==> config.mk <==
export PLATFORM = sky130hd
export DESIGN_NAME = sbc_queue
export DESIGN_NICKNAME = d
export VERILOG_FILES = /design/src/rtl/sbc_pkg.sv /design/src/rtl/sbc_queue.sv
export SDC_FILE = /design/constraint.sdc
export NUM_CORES = 1
export LEC_CHECK = 0
export BUFFER_PORTS_ARGS = -buffer_cell sky130_fd_sc_hd__buf_2
export CAP_MARGIN = 20
export CORE_MARGIN = 10
export CORE_UTILIZATION = 64
export CTS_BUF_LIST = sky130_fd_sc_hd__clkbuf_2 sky130_fd_sc_hd__clkbuf_4 sky130_fd_sc_hd__clkbuf_8
export DETAILED_ROUTE_END_ITERATION = 7
export PLACE_DENSITY = 0.88
export SETUP_SLACK_MARGIN = 0.02
export SYNTH_ARGS = -nofsm -noshare
export SYNTH_HDL_FRONTEND = slang
export SYNTH_SLANG_ARGS = --single-unit
==> constraint.sdc <==
create_clock -name clock -period 3.5 [get_ports clock]
set_input_delay 0.875 -clock clock [delete_from_list [all_inputs] [get_ports clock]]
set_output_delay 0.875 -clock clock [all_outputs]
set_load 0.005 [all_outputs]
==> src/rtl/sbc_pkg.sv <==
// ----------------------------------------------------------------------------
// sbc_pkg
// Shared types, widths and helpers for the sprite blitter with clipping,
// horizontal flip and color key.
// ----------------------------------------------------------------------------
package sbc_pkg;

   localparam int CMD_W        = 2;
   localparam int POS_W        = 16;
   localparam int DIM_W        = 13;
   localparam int IDX_W        = 8;
   localparam int COLOUR_W     = 32;
   localparam int COORD_W      = 12;
   localparam int ADDR_W       = 24;
   localparam int ORG_W        = 18;
   localparam int CSR_W        = 13;
   localparam int CSR_IDX_W    = 2;
   localparam int SCREEN_LIMIT = 4096;
   localparam int QUEUE_DEPTH  = 4;
   localparam int QLVL_W       = $clog2(QUEUE_DEPTH + 1);

   // request commands
   typedef enum logic [CMD_W-1:0] {
      CMD_PAL_WRITE = 2'd0,
      CMD_START     = 2'd1,
      CMD_PIXEL     = 2'd2
   } cmd_type;

   // CSR register indexes
   typedef enum logic [CSR_IDX_W-1:0] {
      CSR_SCREEN_WIDTH  = 2'd0,
      CSR_SCREEN_HEIGHT = 2'd1,
      CSR_ROW_PITCH     = 2'd2
   } csr_idx_type;

   // clip window, already saturated
   typedef struct packed {
      logic [DIM_W-1:0] screen_width;
      logic [DIM_W-1:0] screen_height;
   } clip_type;

   // one framebuffer write travelling from front to back
   typedef struct packed {
      logic [COORD_W-1:0]  fb_x;
      logic [COORD_W-1:0]  fb_y;
      logic [COLOUR_W-1:0] colour;
      logic                last_pixel;
   } px_op_type;

   // screen size and pitch saturate at the screen limit
   function automatic logic [DIM_W-1:0] sat_screen(input logic [DIM_W-1:0] v);
      logic [DIM_W-1:0] lim;
      lim = DIM_W'(SCREEN_LIMIT);
      return (v > lim) ? lim : v;
   endfunction

endpackage

==> src/rtl/sbc_queue.sv <==
// ----------------------------------------------------------------------------
// sbc_queue
// Short FIFO of framebuffer writes between the front and back ends.
// ----------------------------------------------------------------------------
module sbc_queue (
   input  logic                       clock,
   input  logic                       reset,
   input  logic                       push_valid,
   input  sbc_pkg::px_op_type         push_data,
   output logic                       pop_valid,
   input  logic                       pop_ready,
   output sbc_pkg::px_op_type         pop_data,
   output logic [sbc_pkg::QLVL_W-1:0] level
);
   import sbc_pkg::*;

   localparam int PTR_W = (QUEUE_DEPTH > 1) ? $clog2(QUEUE_DEPTH) : 1;

   px_op_type           entry_ff [QUEUE_DEPTH];
   logic [PTR_W-1:0]    wr_ptr_ff, wr_ptr_in;
   logic [PTR_W-1:0]    rd_ptr_ff, rd_ptr_in;
   logic [QLVL_W-1:0]   level_ff, level_in;
   logic                pop;

   // the front only pushes when there is room
   assign pop       = pop_valid && pop_ready;
   assign wr_ptr_in = push_valid ? wr_ptr_ff + PTR_W'(1) : wr_ptr_ff;
   assign rd_ptr_in = pop ? rd_ptr_ff + PTR_W'(1) : rd_ptr_ff;
   assign level_in  = level_ff + QLVL_W'(push_valid) - QLVL_W'(pop);

   always_ff @(posedge clock) begin
      if (reset) begin
         wr_ptr_ff <= '0;
         rd_ptr_ff <= '0;
         level_ff  <= '0;
      end else begin
         wr_ptr_ff <= wr_ptr_in;
         rd_ptr_ff <= rd_ptr_in;
         level_ff  <= level_in;
      end
      if (push_valid) begin
         entry_ff[wr_ptr_ff] <= push_data;
      end
   end

   assign pop_valid = level_ff != '0;
   assign pop_data  = entry_ff[rd_ptr_ff];
   assign level     = level_ff;

endmodule

==> results.yml <==
outcome:
  outcome: "complete, no violations"
floorplan:
  die_area_sq_mm: 0.0186
  die_width_um: 137
  initial_core_util_pct: 65.3
  coreArea_sq_mm: 0.0133
  row_count: 42
  ios: 122
  die_h_um: 137
setup_path:
  r2r_end: "level[2]"
  path_cells: "buf_12 > mux4_2 > buf_2"
  worstPathArrival_ns: 2.18
  critical_path.max_fanout: 24
  worstRegToRegCells: 7
  criticalPathCategory: "register to primary output"
  end_kind: "primary output"
  crit_slowest_cell: "dfxtp_4"
  rrSetupSlack_ns: 1.54
  crit_required_ns: 2.62
  slowest_delay_ns: 0.69
  crit_path_start_kind: "register"
  r2r_start: "level[1]"
clocking:
  cts_resized: 0
  cts_tree: "built"
  cts_sinks: 237
  cts_root_buffer: "clkbuf_8"
  cts_buffer_depth: 3
  ctsHtreeMaxLevel: 2
  post_cts_buffers: 0
  path_clk_slew_ns: 0.06
  ctsHoldBuffers: 0
  clock_latency_ns: 0.51
  numCtsBuffers: 36
min_path:
  holdPathEnd: "wr_ptr_ff[1]"
  hp-class: "register to register"
  hp-start: "wr_ptr_ff[1]"
  hold_depth: 2
power_and_ir_drop:
  comb_power_share_pct: 17.0
  clockPowerShare_pct: 31.5
  power_leakage_nw: 3.53
  total_power_mw: 6.61
  power_density_mw_per_mm2: 644
  sw_frac_of_total_pct: 23.5
  seq_power_share_pct: 51.4
  intPower_mw: 5.05
  switchingPower_mw: 1.55
  peakVddDrop_mv: 0.487
detailed_routing:
  routed_via_density: 5.81
  route.detailed.drc: 0
  finalWirelength_mm: 16.4
  dr.pass1.iters: 5
  wl_per_cell_um: 23.4
  via_count: 4064
  drtAntennaViolNets: 0
  drt_iter0_markers: 303
yosys:
  synth.top_cells.by_count: "228 x edfxtp_1, 57 x mux4_2, 9 x dfxtp_1"
  syn-num-nets: 410
  postSynthCellCount: 342
  synth_top_area_cell: "edfxtp_1"
  synthTopCellsByArea: "edfxtp_1 79%, mux4_2 15%, dfxtp_1 2.1%, ha_1 0.86%, buf_6 0.52%"
  synth_warnings: 0
  synth-seq-cells: 237
  yosys_most_used_dff: "edfxtp_1"
  synthArstFlopShare_pct: 0
  yosys.cell_types.count: 20
  synth_top_area_share_pct: 78.8
  synth-edff-count: 228
  ys_seq_area_share_pct: 80.9
  avgSynthCellArea_sq_um: 25.4
  syn_area_sq_mm: 0.00869
  yosys.cell_count.top_type: "edfxtp_1"
layout:
  nets: 568
  final_cells: 700
  fill_cells: 673
  drive_gt1_share_pct: 48.2
  design_area_sq_mm: 0.0103
  multi_input_area_sq_mm: 0.00155
  area_growth_pct: 18.0
  final_core_util_pct: 77.1
  regArea_sq_mm: 0.00703
placed_design:
  io_buffers: 121
  dp_hpwl_mm: 10.9
  globalplace.congestion: 0.750
  placed_area_sq_mm: 0.00959
  dp_slack_ns: 0.913
  place_inst: 638
sta:
  period_minus_slack_ns: 3.05
  slew_violations: 0
  fmax_mhz: 328
  holdWs_ns: 0.576
  finClkSkew_ns: 0.0167
  setup_tns_ns: 0
  setup_viol: 0
  worst_slew_pin_slew_ns: 0.595
  hold_viol: 0
  rsz0062_at_grt: "false"
  slew_headroom_pct: 60.3
  worst_slack_ns: 0.449
  min_period_over_period_pct: 87.2
global_route:
  grt_overflow: 0
  grt_pass1_vias: 4540
  grt_start_max_net_pins: 34
  grt.total_usage_pct: 18.3
  grt_pass1_wl_mm: 25.5
  antenna_found_initial: 1
run:
  cap_violations: 0
==> flip-flops by register name, indices dropped and copies added (netlist names), named ones only <==
name       count
rd_ptr_ff      2
wr_ptr_ff      2
level          3
entry_ff     228
==> routing by layer <==
layer  vias to the layer above  share of wire (%)  track usage [%]
li1                       1770                  -                -
met1                      2076                 38             23.3
met2                       196                 51             29.0
met3                        22                 10             7.04
met4                         0                1.6             5.38
met5                         -                  0                0
==> power groups by stage <==
stage	sequential, mW	clock (mW)	combinational (mW)
after floorplan	3.38	0	0.759
after global placement	3.44	0	1.12
after detailed placement	3.46	0	1.15
after CTS	3.40	2.14	1.16
after global routing	3.42	2.26	1.23
final	3.40	2.08	1.13
==> worst max-delay path by stage <==
stage	end	from	slack [ns]	cells past startpoint
6_report	pop_data[9]	register	0.45	3
5_1_grt	pop_data[47]	register	0.29	3
4_1_cts	pop_data[9]	register	0.36	3
3_5_place_dp	pop_data[47]	register	0.91	3
3_3_place_gp	pop_data[9]	register	0.93	3
2_1_floorplan	entry_ff[0][0]	push_valid	0.85	1
==> cell type report <==
cell class                 count  share of cell area, %
antenna                        1                 0.0244
sequential                   237                   68.6
clock inverter                12                  0.488
inverter                       6                  0.220
tap                          176                   2.15
clock buffer                  49                   6.03
timing repair buffer         133                   7.39
multi-input combinational     86                   15.1
==> critical path, delay by kind of cell (launching register included) <==
| family | cells | cell delay [ns] |
|---|---|---|
| flip-flops | 1 | 0.69 |
| multiplexers | 1 | 0.54 |
| buffers and inverters | 2 | 0.42 |
==> layout by cell type (no fill, tap or decap) <==
master and n:
edfxtp_1 228, buf_2 121, mux4_2 57, clkbuf_8 40, clkbuf_4 9, clkinv_1 8
dfxtp_1 7, buf_4 7, inv_1 6, ha_1 6, nor2_1 5, buf_12 5
and2_2 4, nor2b_1 4, clkinv_2 4, mux2_2 3, diode_2 1, o31a_1 1
or3_1 1, xnor2_1 1, o311ai_0 1, mux2i_1 1, xor3_1 1, fa_1 1
dfxtp_4 1, dfxtp_2 1
==> cell families after synthesis <==
| kind of cell | count (synthesis) | share of synthesized area [%] |
|---|---|---|
| mux | 61 | 15.3 |
| xor+xnor | 2 | 0.374 |
| compound gates | 2 | 0.202 |
| simple gates | 14 | 0.864 |
| buf+inv | 19 | 1.31 |
| flops | 237 | 80.9 |
| fa+ha+maj | 7 | 1.09 |
(Power assumes the default switching activity.)
