## src/rtl/sbc_pkg.sv

```systemverilog
// ----------------------------------------------------------------------------
// sbc_pkg
// Shared types, widths and helpers for the sprite blitter with clipping,
// horizontal flip and color key.
// ----------------------------------------------------------------------------
package sbc_pkg;

   localparam int CMD_W        = 2;
   localparam int POS_W        = 16;
   localparam int DIM_W        = 13;
   localparam int IDX_W        = 8;
   localparam int COLOUR_W     = 32;
   localparam int COORD_W      = 12;
   localparam int ADDR_W       = 24;
   localparam int ORG_W        = 18;
   localparam int CSR_W        = 13;
   localparam int CSR_IDX_W    = 2;
   localparam int SCREEN_LIMIT = 4096;
   localparam int QUEUE_DEPTH  = 4;
   localparam int QLVL_W       = $clog2(QUEUE_DEPTH + 1);

   // request commands
   typedef enum logic [CMD_W-1:0] {
      CMD_PAL_WRITE = 2'd0,
      CMD_START     = 2'd1,
      CMD_PIXEL     = 2'd2
   } cmd_type;

   // CSR register indexes
   typedef enum logic [CSR_IDX_W-1:0] {
      CSR_SCREEN_WIDTH  = 2'd0,
      CSR_SCREEN_HEIGHT = 2'd1,
      CSR_ROW_PITCH     = 2'd2
   } csr_idx_type;

   // clip window, already saturated
   typedef struct packed {
      logic [DIM_W-1:0] screen_width;
      logic [DIM_W-1:0] screen_height;
   } clip_type;

   // one framebuffer write travelling from front to back
   typedef struct packed {
      logic [COORD_W-1:0]  fb_x;
      logic [COORD_W-1:0]  fb_y;
      logic [COLOUR_W-1:0] colour;
      logic                last_pixel;
   } px_op_type;

   // screen size and pitch saturate at the screen limit
   function automatic logic [DIM_W-1:0] sat_screen(input logic [DIM_W-1:0] v);
      logic [DIM_W-1:0] lim;
      lim = DIM_W'(SCREEN_LIMIT);
      return (v > lim) ? lim : v;
   endfunction

endpackage

```

## src/rtl/sbc_back.sv

```systemverilog
// ----------------------------------------------------------------------------
// sbc_back
// Takes queued writes, forms the framebuffer address and holds the response
// in an output register.
// ----------------------------------------------------------------------------
module sbc_back (
   input  logic                          clock,
   input  logic                          reset,
   input  logic                          pop_valid,
   output logic                          pop_ready,
   input  sbc_pkg::px_op_type            pop_data,
   input  logic [sbc_pkg::DIM_W-1:0]     row_pitch,
   output logic                          rsp_valid,
   input  logic                          rsp_ready,
   output logic [sbc_pkg::COORD_W-1:0]   rsp_fb_x,
   output logic [sbc_pkg::COORD_W-1:0]   rsp_fb_y,
   output logic [sbc_pkg::ADDR_W-1:0]    rsp_fb_address,
   output logic [sbc_pkg::COLOUR_W-1:0]  rsp_colour,
   output logic                          rsp_last_pixel
);
   import sbc_pkg::*;

   localparam int PROD_W = COORD_W + DIM_W;

   logic                 rsp_valid_ff, rsp_valid_in;
   px_op_type            op_ff;
   logic [ADDR_W-1:0]    addr_ff, addr_in;
   logic [PROD_W-1:0]    prod;
   logic                 load;

   // output register free or being drained
   assign pop_ready = !rsp_valid_ff || rsp_ready;
   assign load      = pop_valid && pop_ready;

   // row times pitch plus column
   assign prod    = PROD_W'(pop_data.fb_y) * PROD_W'(row_pitch);
   assign addr_in = prod[ADDR_W-1:0] + ADDR_W'(pop_data.fb_x);

   assign rsp_valid_in = pop_ready ? pop_valid : rsp_valid_ff;

   always_ff @(posedge clock) begin
      if (reset) begin
         rsp_valid_ff <= 1'b0;
      end else begin
         rsp_valid_ff <= rsp_valid_in;
      end
      if (load) begin
         op_ff   <= pop_data;
         addr_ff <= addr_in;
      end
   end

   assign rsp_valid      = rsp_valid_ff;
   assign rsp_fb_x       = op_ff.fb_x;
   assign rsp_fb_y       = op_ff.fb_y;
   assign rsp_fb_address = addr_ff;
   assign rsp_colour     = op_ff.colour;
   assign rsp_last_pixel = op_ff.last_pixel;

endmodule

```

## config.mk

```make
export PLATFORM = sky130hd
export DESIGN_NAME = sbc_back
export DESIGN_NICKNAME = d
export VERILOG_FILES = /design/src/rtl/sbc_pkg.sv /design/src/rtl/sbc_back.sv
export SDC_FILE = /design/constraint.sdc
export NUM_CORES = 1
export LEC_CHECK = 0
export BUFFER_PORTS_ARGS = -buffer_cell sky130_fd_sc_hd__buf_2
export CORE_ASPECT_RATIO = 1.75
export CORE_MARGIN = 2
export CORE_UTILIZATION = 44
export CTS_CLUSTER_SIZE = 14
export DETAILED_ROUTE_END_ITERATION = 10
export PLACE_DENSITY = 0.76
export SLEW_MARGIN = 30
export SYNTH_ARGS = -nofsm -noshare
export SYNTH_HDL_FRONTEND = slang
export SYNTH_SLANG_ARGS = --single-unit
```

## constraint.sdc

```tcl
create_clock -name clock -period 4.5 [get_ports clock]
set_clock_uncertainty 0.05 [all_clocks]
set_input_delay 0.225 -clock clock [delete_from_list [all_inputs] [get_ports clock]]
set_output_delay 0.225 -clock clock [all_outputs]
set_load 0.01 [all_outputs]
```

==> qor.yml, run 1 <==
sta:
  drv_slew: 0
  worstMarginPinSlew_ns: 0.708
  min_period_ns: 4.59
  hold_viol_final: 0
  rsz0062_at_grt: "true"
  fmax_mhz: 218
  fin_ws_ns: -0.0930
  setup-tns-final_ns: -0.242
  relSlewSlack: 0.528
  min_period_over_period: 1.02
  finalSetupViolations: 5
logic_synthesis:
  syn_nets: 1001
  synthDistinctLibCells: 38
  ys_seq_area_frac: 0.307
  async_flop_share: 0
  synth_area_leaders: "edfxtp_1 (30%), fa_1 (30%), ha_1 (11%)"
  yosysWarnings: 0
  postSynthCellCount: 739
  synth.top_cell.area_share: 0.305
  synthFlopType: "edfxtp_1"
  yosysTopAreaCell: "edfxtp_1"
  synth_edf_count: 81
  synth_area_per_cell_um2: 10.8
  ys_ff_latch: 82
  syn_area_um2: 7980
placed_design:
  portBuffers: 156
  routabilityCongestion: 0.906
  hpwl_mm: 15.8
grt:
  grt_antenna_before_repair: 0
  grt_max_degree: 57
  gr-total-overflow: 0
  grt_pass1_wl_mm: 31.1
  grt_pass1_vias: 6693
  grt.total_usage: 0.211
drt:
  via_per_inst: 4.88
  firstDrtPassIters: 5
  vias: 6022
  drt-total-wl_mm: 19.4
  drtIter0Drc: 246
  ant_nets: 0
  drc: 0
  wl_per_cell_um: 15.7
finish:
  synthToLayoutAreaGrowth_pct: 33.9
  multi_input_area_um2: 5110
  insertedDiodeCount: 0
  fillers: 1475
  nets: 1258
  drive_above_1_share: 0.336
  final_util: 0.597
  register_area_um2: 2450
floorplan:
  start_util: 0.446
  core-area_um2: 17900
  num_io_pins: 157
  fp-row-count: 65
  die_x_um: 106
  die-area_um2: 19300
  die_y_um: 182
setup_path:
  rr_worst_depth: 3
  critPathMaxFanout: 7
  cp.required_ns: 4.56
  endpoint_kind: "flop"
  reg2reg_to: "rsp_fb_address[0]$_DFFE_PP_"
  crit_type: "input port to flop"
  cp-startpoint: "pop_data[39]"
  startpoint_type: "input port"
  reg2reg_slack_ns: 2.60
  arrival_ns: 4.65
  reg2reg_from: "rsp_valid$_SDFFE_PP0N_"
  cp-endpoint: "rsp_fb_address[22]$_DFFE_PP_"
outcome:
  violations: "setup timing"
  outcome: "finished, violations left"
cts:
  numCtsBuffers: 9
  cts_max_level: 3
  clockBufferDepth: 2
  clk_pin_slew_ns: 0.07
  clock_sinks: 82
  clk_latency_ns: 0.34
  cts_tree: "built"
  cts_root_buf: "clkbuf_16"
min_path:
  hold_path.startpoint: "pop_data[17]"
  hold_depth: 1
  hp-class: "input port to flop"
flow_run:
  maxCapViolCount: 0
power_and_ir_drop:
  power_density_nw_per_um2: 779
  p_leak_uw: 0.00523
  vdd_ir_drop_max_mv: 0.809
-- sequential cells by signal (all words and copies together), names as in the netlist --
name            flops
rsp_colour         32
rsp_fb_address     24
rsp_fb_x           12
rsp_fb_y           12
rsp_last_pixel      1
rsp_valid           1
-- routing by layer --
metal	wire, um	track usage
met1	6040	0.195
met2	11000	0.404
met3	880	0.0246
met4	1470	0.168
met5	0	0
-- through the flow --
step / hold slack (ns) / std cells / area [um^2] / total power, uW / setup slack, ns
2_1_floorplan: 0.244 / 739 / 8160 / 4680 / -0.178
3_3_place_gp: 0.329 / 1189 / 9720 / 6550 / -0.555
3_5_place_dp: 0.341 / 1189 / 9720 / 6650 / -0.568
4_1_cts: 0.000500 / 1232 / 10400 / 7740 / -0.114
5_1_grt: 0.00110 / 1235 / 10700 / 9010 / -0.213
6_report: 0.0106 / 1235 / 10700 / 8320 / -0.0930
-- worst max-delay path: stages --
cell	delay [ns]
buf_12	0.11
buf_6	0.11
and2_4	0.13
fa_1	0.54
inv_2	0.04
fa_1	0.56
inv_2	0.05
fa_1	0.53
fa_1	0.45
fa_1	0.56
ha_4	0.21
a21o_1	0.16
a21oi_2	0.19
inv_2	0.06
or4_4	0.43
o221ai_4	0.22
xnor2_1	0.10
-- area by class of cell --
| cell class | instances | share of cell area |
|---|---|---|
| clock buffers | 10 | 0.0214 |
| clock inverters | 6 | 0.00621 |
| inverters | 177 | 0.0622 |
| multi-input cells | 455 | 0.478 |
| flip-flops and latches | 82 | 0.230 |
| well taps | 234 | 0.0274 |
| repair buffers | 271 | 0.175 |
-- cells by family after synthesis --
group | count (synthesis) | share of synthesized area
AOI/OAI and AO/OA | 45 | 0.0380
DFF | 82 | 0.307
xor gates and xnor gates | 22 | 0.0242
buffers and inverters | 202 | 0.0951
and+or+nand+nor | 200 | 0.128
adders and majority gates | 188 | 0.408
-- worst min path at each step --
stage / end
final: rsp_colour[16]$_DFFE_PP_
after global routing: rsp_colour[2]$_DFFE_PP_
after CTS: rsp_colour[27]$_DFFE_PP_
after detailed placement: rsp_valid$_SDFFE_PP0N_
after global placement: rsp_valid$_SDFFE_PP0N_
after floorplan: rsp_valid$_SDFFE_PP0N_
-- what timing repair did --
item                                    CTS  global route
hold endpoints to repair                 25             1
hold buffers                             25             1
gates resized for setup                  50            61
pin swaps                                31            55
buffers inserted                          2             3
endpoints found under the setup margin    8            12
gates cloned                              0             0
-- power by group --
group	switching [uW]	internal, uW	total [uW]
Combinational	3170	3190	6350
Sequential	42.1	1190	1230
Clock	306	431	736
Total	3510	4810	8320
-- synth_stat cells, types with 3 or more instances --
library cell,n
xnor2_1,16
nor3_1,4
and2_1,89
nor2_1,9
a21oi_1,16
nand3_1,4
ha_1,68
inv_1,176
fa_1,120
nand2b_1,3
xor2_1,6
edfxtp_1,81
o21ai_0,5
nand2_1,84
clkbuf_1,25
o21ai_1,3
a21oi_2,4
-- layout by cell type (no fill, tap or decap), types with 3 or more instances in the layout --
| cell type | synthesis | layout |
|---|---|---|
| a21oi_4 | 0 | 5 |
| o21ai_1 | 3 | 3 |
| nor2_1 | 9 | 8 |
| inv_1 | 176 | 162 |
| edfxtp_1 | 81 | 81 |
| a21oi_2 | 4 | 11 |
| fa_1 | 120 | 118 |
| buf_4 | 0 | 84 |
| buf_8 | 0 | 4 |
| inv_2 | 1 | 15 |
| xor2_1 | 6 | 6 |
| and2_4 | 0 | 17 |
| a21oi_1 | 16 | 4 |
| buf_6 | 0 | 16 |
| nand3_1 | 4 | 3 |
| o21ai_0 | 5 | 3 |
| nand2_1 | 84 | 80 |
| ha_4 | 0 | 10 |
| clkbuf_16 | 0 | 9 |
| buf_2 | 0 | 138 |
| dlygate4sd3_1 | 0 | 26 |
| nand2b_1 | 3 | 3 |
| ha_1 | 68 | 58 |
| xnor2_1 | 16 | 14 |
| and2_1 | 89 | 72 |
| nor3_1 | 4 | 3 |
Note: power is estimated with default switching activity, not from simulation.
==> inputs of run 2 (changes only) <==
- HOLD_SLACK_MARGIN: default -> 0.08
- RECOVER_POWER: default -> 50
==> run 2 against run 1 <==
Compared with the run above:
- the flow still finishes with violations (setup timing)
- worst hold slack better by 0.12 ns
- via count rose by 2.5%
- total power is 0.70% higher
- sequential cell count did not move
- global-route usage rose by 0.69 points
- non-clock buffer count is 24 higher
- utilization increased by 1.4 points
- fmax down 0.23%
- sequential power about the same
- clock-buffer cell count stayed put
- register-to-register slack hardly changed
- setup slack worse by 0.011 ns
- critical path type unchanged
==> qor.yml, run 2 (synthesis gave the netlist of run 1 again) <==
cts:
  clk_latency_ns: 0.34
  clockBufferDepth: 2
  cts_tree: "built"
  cts_root_buf: "clkbuf_16"
  numCtsBuffers: 9
  clock_sinks: 82
  cts_max_level: 3
  clk_pin_slew_ns: 0.08
sta:
  drv_slew: 0
  finalSetupViolations: 5
  fin_ws_ns: -0.104
  rsz0062_at_grt: "true"
  min_period_ns: 4.60
  worstMarginPinSlew_ns: 0.717
  hold_viol_final: 0
  fmax_mhz: 217
  min_period_over_period: 1.02
  hold_ws_ns: 0.129
  relSlewSlack: 0.522
drt:
  drtIter0Drc: 291
  wl_per_cell_um: 16.0
  drt-total-wl_mm: 20.2
  vias: 6171
  firstDrtPassIters: 5
  via_per_inst: 4.90
  ant_nets: 0
  drc: 0
setup_path:
  cp.required_ns: 4.56
  crit_type: "input port to flop"
  critPathMaxFanout: 7
  startpoint_type: "input port"
  endpoint_kind: "flop"
  arrival_ns: 4.67
finish:
  final_util: 0.611
  final_cell_mix: "inv_1 (164), buf_2 (138), fa_1 (118), buf_4 (86)"
  final_common_cell: "inv_1"
  nets: 1282
  synthToLayoutAreaGrowth_pct: 37.1
  fin_cells: 1259
  largest_reg_flops: 32
  drive_above_1_share: 0.326
  insertedDiodeCount: 0
floorplan:
  num_io_pins: 157
  fp-row-count: 65
  core-area_um2: 17900
  die_x_um: 106
  die_y_um: 182
  start_util: 0.446
  die-area_um2: 19300
grt:
  grt.total_usage: 0.218
  grt_max_degree: 57
  grt_pass1_vias: 6890
  grt_pass1_wl_mm: 32.1
  gr-total-overflow: 0
  grt_antenna_before_repair: 0
outcome:
  violations: "setup timing"
  outcome: "finished, violations left"
min_path:
  hp-class: "input port to flop"
placed_design:
  dp.cells: 1189
  portBuffers: 156
  routabilityCongestion: 0.906
  place_ws_ns: -0.568
  hpwl_mm: 15.8
flow_run:
  maxCapViolCount: 0
power_and_ir_drop:
  p_leak_uw: 0.00533
  power_density_nw_per_um2: 766
  total_power_uw: 8380
  vdd_ir_drop_max_mv: 0.809
## run 2: cell count changes in the layout (fill, tap and decap cells not counted)
cell / change
a21oi_2: -1
dlygate4sd3_1: +23
a21oi_4: +1
nand2_2: -1
buf_12: +2
buf_6: -3
inv_2: -2
buf_4: +2
inv_1: +2
nand2_1: +1
## run 2: worst paths after layout
| kind | from | end | slack [ns] | cells after the start |
|---|---|---|---|---|
| worst max-delay path | pop_data[39] | rsp_fb_address[22]$_DFFE_PP_ | -0.10 | 17 |
| worst min-delay path | pop_data[39] | rsp_fb_y[6]$_DFFE_PP_ | 0.13 | 2 |
| worst max register to register | rsp_valid$_SDFFE_PP0N_ | rsp_fb_x[5]$_DFFE_PP_ | 2.60 | 3 |
| worst min register to register | rsp_valid$_SDFFE_PP0N_ | rsp_fb_x[6]$_DFFE_PP_ | 0.99 | 2 |
## run 2: layer usage
metal	vias up	GRT usage	share of wire
met3	78	0.0318	0.047
met1	3033	0.202	0.32
li1	2817	-	-
met4	0	0.165	0.075
met5	-	0	0
met2	243	0.416	0.56
## run 2: power breakdown
part | total (uW) | internal (uW) | switching, uW
combinational | 6410 | 3230 | 3180
clock | 740 | 431 | 309
sequential | 1230 | 1190 | 42.7
## run 2: cell type report
cell class                      instances  area, um^2
Clock inverter                          6        66.3
Inverter                              177         664
Clock buffer                           10         229
Multi-Input combinational cell        455        5110
Tap cell                              234         293
Fill cell                            1434        6950
Timing Repair Buffer                  295        2120
Sequential cell                        82        2450
## run 2: what timing repair did
item / in CTS / in global routing
gates resized for setup: 50 / 62
endpoints found under the hold margin: 48 / 0
cloned: 0 / 0
setup buffers: 2 / 4
endpoints found under the setup margin: 8 / 12
hold buffers: 49 / 0
pin swaps: 31 / 51
## run 2: critical path, cell delays in order
cell and delay [ns]:
buf_12 0.11, buf_6 0.11, and2_4 0.13, fa_1 0.54
inv_2 0.04, fa_1 0.56, inv_2 0.05, fa_1 0.53
fa_1 0.45, fa_1 0.56, ha_4 0.21, a21o_1 0.16
a21oi_2 0.19, inv_2 0.06, or4_4 0.43, o221ai_4 0.22
xnor2_1 0.10
## run 2: stage by stage
step	TNS, ns	cell area (um^2)
4_1_cts	-0.398	10700
5_1_grt	-1.05	10900
6_report	-0.244	10900
3_5_place_dp	-4.92	9720
3_3_place_gp	-4.23	9720
2_1_floorplan	-0.644	8160
==> inputs of run 3 (changes only) <==
--- a/config.mk
+++ b/config.mk
@@ -9,9 +9,10 @@
 export CORE_ASPECT_RATIO = 1.75
 export CORE_MARGIN = 2
-export CORE_UTILIZATION = 44
+export CORE_UTILIZATION = 47
+export CTS_BUF_LIST = sky130_fd_sc_hd__clkbuf_8 sky130_fd_sc_hd__clkbuf_16
 export CTS_CLUSTER_SIZE = 14
 export DETAILED_ROUTE_END_ITERATION = 10
 export HOLD_SLACK_MARGIN = 0.08
-export PLACE_DENSITY = 0.76
+export PLACE_DENSITY = 0.79
 export RECOVER_POWER = 50
 export SLEW_MARGIN = 30
==> constraint.sdc (replaced) <==
create_clock -name clock -period 4.5 [get_ports clock]
set_clock_uncertainty 0.05 [all_clocks]
set_input_delay 0.9 -clock clock [delete_from_list [all_inputs] [get_ports clock]]
set_output_delay 0.9 -clock clock [all_outputs]
set_load 0.01 [all_outputs]
==> run 3 against run 2 <==
Compared with the run above:
- routed wire length shrank 1.4%
- final cell count shrank 3.9%
- via count shrank 2.7%
- the flow still finishes with violations (setup timing)
- total power grew 2.4%
- sequential share of layout area grew 0.90 points
- sequential power is essentially flat
- design area shrank 3.9%
- worst hold slack gained 0.35 ns
- combinational power grew 3.3%
- register-to-register slack gained 0.14 ns
==> qor.yml, run 3 (synthesis gave the netlist of run 1 again) <==
finish:
  multi_input_area_um2: 5130
  drive_above_1_share: 0.347
  final_common_cell: "inv_1"
  nets: 1240
  largest_reg_flops: 32
  final_cell_area_um2: 10500
  insertedDiodeCount: 0
  fillers: 1286
  register_area_um2: 2450
  final_cell_mix: "inv_1 (169), buf_2 (128), fa_1 (114), buf_4 (91), edfxtp_1 (81)"
  synthToLayoutAreaGrowth_pct: 31.8
sta:
  rsz0062_at_grt: "true"
  min_period_over_period: 1.16
  min_period_ns: 5.20
  drv_slew: 0
  fmax_mhz: 192
  relSlewSlack: 0.587
  finalSetupViolations: 17
  worstMarginPinSlew_ns: 0.620
  fin_ws_ns: -0.704
  hold_viol_final: 0
floorplan:
  die-area_um2: 18100
  num_io_pins: 157
  start_util: 0.475
  core-area_um2: 16800
  fp-row-count: 63
  die_y_um: 176
  die_x_um: 102
setup_path:
  path_common_cell: "fa_1"
  startpoint_type: "input port"
  path_cells: "buf_4 -> nand2_1 -> fa_1 -> fa_1 -> inv_1 -> fa_1 -> fa_1 -> fa_1 -> ha_1 -> a21oi_1 -> nand3_1 -> a311o_1 -> nand2_4 -> nor2_4 -> o221ai_4 -> xnor2_1"
  crit_type: "input port to flop"
  endpoint_kind: "flop"
  slowest_delay_ns: 0.57
  slowest_stage: "fa_1"
  arrival_ns: 5.26
  cp.buffers_inverters: 2
  cpLargestDelayFamily: "adder cells"
  cp.required_ns: 4.56
  critPathMaxFanout: 9
cts:
  clock_sinks: 82
  cts_max_level: 3
  clk_pin_slew_ns: 0.07
  cts_tree: "built"
  hold_buffers: 0
  numCtsBuffers: 9
  clockBufferDepth: 2
  cts_root_buf: "clkbuf_16"
  clk_latency_ns: 0.35
drt:
  drt-total-wl_mm: 19.9
  wl_per_cell_um: 16.4
  ant_nets: 0
  firstDrtPassIters: 4
  vias: 6003
  via_per_inst: 4.96
  drtIter0Drc: 219
  drc: 0
grt:
  grt_pass1_wl_mm: 31.4
  grt.total_usage: 0.232
  grt_max_degree: 51
  grt_pass1_vias: 6631
  grt_antenna_before_repair: 0
  gr-total-overflow: 0
power_and_ir_drop:
  power_density_nw_per_um2: 816
  p_leak_uw: 0.00517
  vdd_ir_drop_max_mv: 1.07
  total_power_uw: 8580
placed_design:
  postPlaceCellArea_um2: 9810
  routabilityCongestion: 0.911
  portBuffers: 156
  hpwl_mm: 16.1
min_path:
  hp-class: "flop to flop"
flow_run:
  maxCapViolCount: 0
outcome:
  violations: "setup timing"
  outcome: "finished, violations left"
-- run 3: worst paths after layout --
check | cells after the start | slack [ns] | endpoint | startpoint
max | 16 | -0.70 | rsp_fb_address[22]$_DFFE_PP_ | pop_data[37]
min reg2reg | 2 | 0.48 | rsp_valid$_SDFFE_PP0N_ | rsp_valid$_SDFFE_PP0N_
min | 2 | 0.48 | rsp_valid$_SDFFE_PP0N_ | rsp_valid$_SDFFE_PP0N_
max reg2reg | 3 | 2.74 | rsp_fb_x[5]$_DFFE_PP_ | rsp_valid$_SDFFE_PP0N_
-- run 3: routing by layer --
metal	GRT usage	part of all wire	wire length, um	up-vias
li1	-	-	-	2730
met1	0.221	0.31	6240	2967
met2	0.435	0.56	11100	235
met3	0.0360	0.054	1080	71
met4	0.159	0.073	1460	0
met5	0	0	0	-
-- run 3: timing repair --
item	CTS	global route
setup endpoints to repair	18	18
pin swaps	18	22
gates resized for setup	48	53
gates cloned	0	0
buffers inserted	6	5
-- run 3: worst reg2reg max path, stage by stage (launching register included) --
cell	delay [ns]
dfxtp_1	0.31
nand2b_1	0.10
and2_4	0.56
buf_4	0.41
-- run 3: power by group --
part	internal (uW)	switching [uW]	total (uW)
Sequential	1190	37.5	1230
Combinational	3340	3280	6620
Clock	428	303	731
Total	4960	3620	8580
-- run 3: metrics by stage --
stage	std cells	setup WS (ns)	util	hold WS, ns	setup TNS, ns
2_1_floorplan	739	-0.853	-	0.543	-9.35
3_3_place_gp	1185	-1.11	0.584	0.450	-15.48
3_5_place_dp	1185	-1.17	0.584	0.474	-16.34
4_1_cts	1207	-0.688	0.614	0.483	-8.88
5_1_grt	1210	-0.828	0.626	0.520	-11.01
6_report	1210	-0.704	0.626	0.478	-9.11
-- run 3: final cells by class --
cell class              instances  share of cell area
well taps                     227              0.0270
inverters                     177              0.0632
clock buffers                   9              0.0214
flip-flops and latches         82               0.233
repair buffers                253               0.161
multi-input cells             455               0.488
clock inverters                 7             0.00666
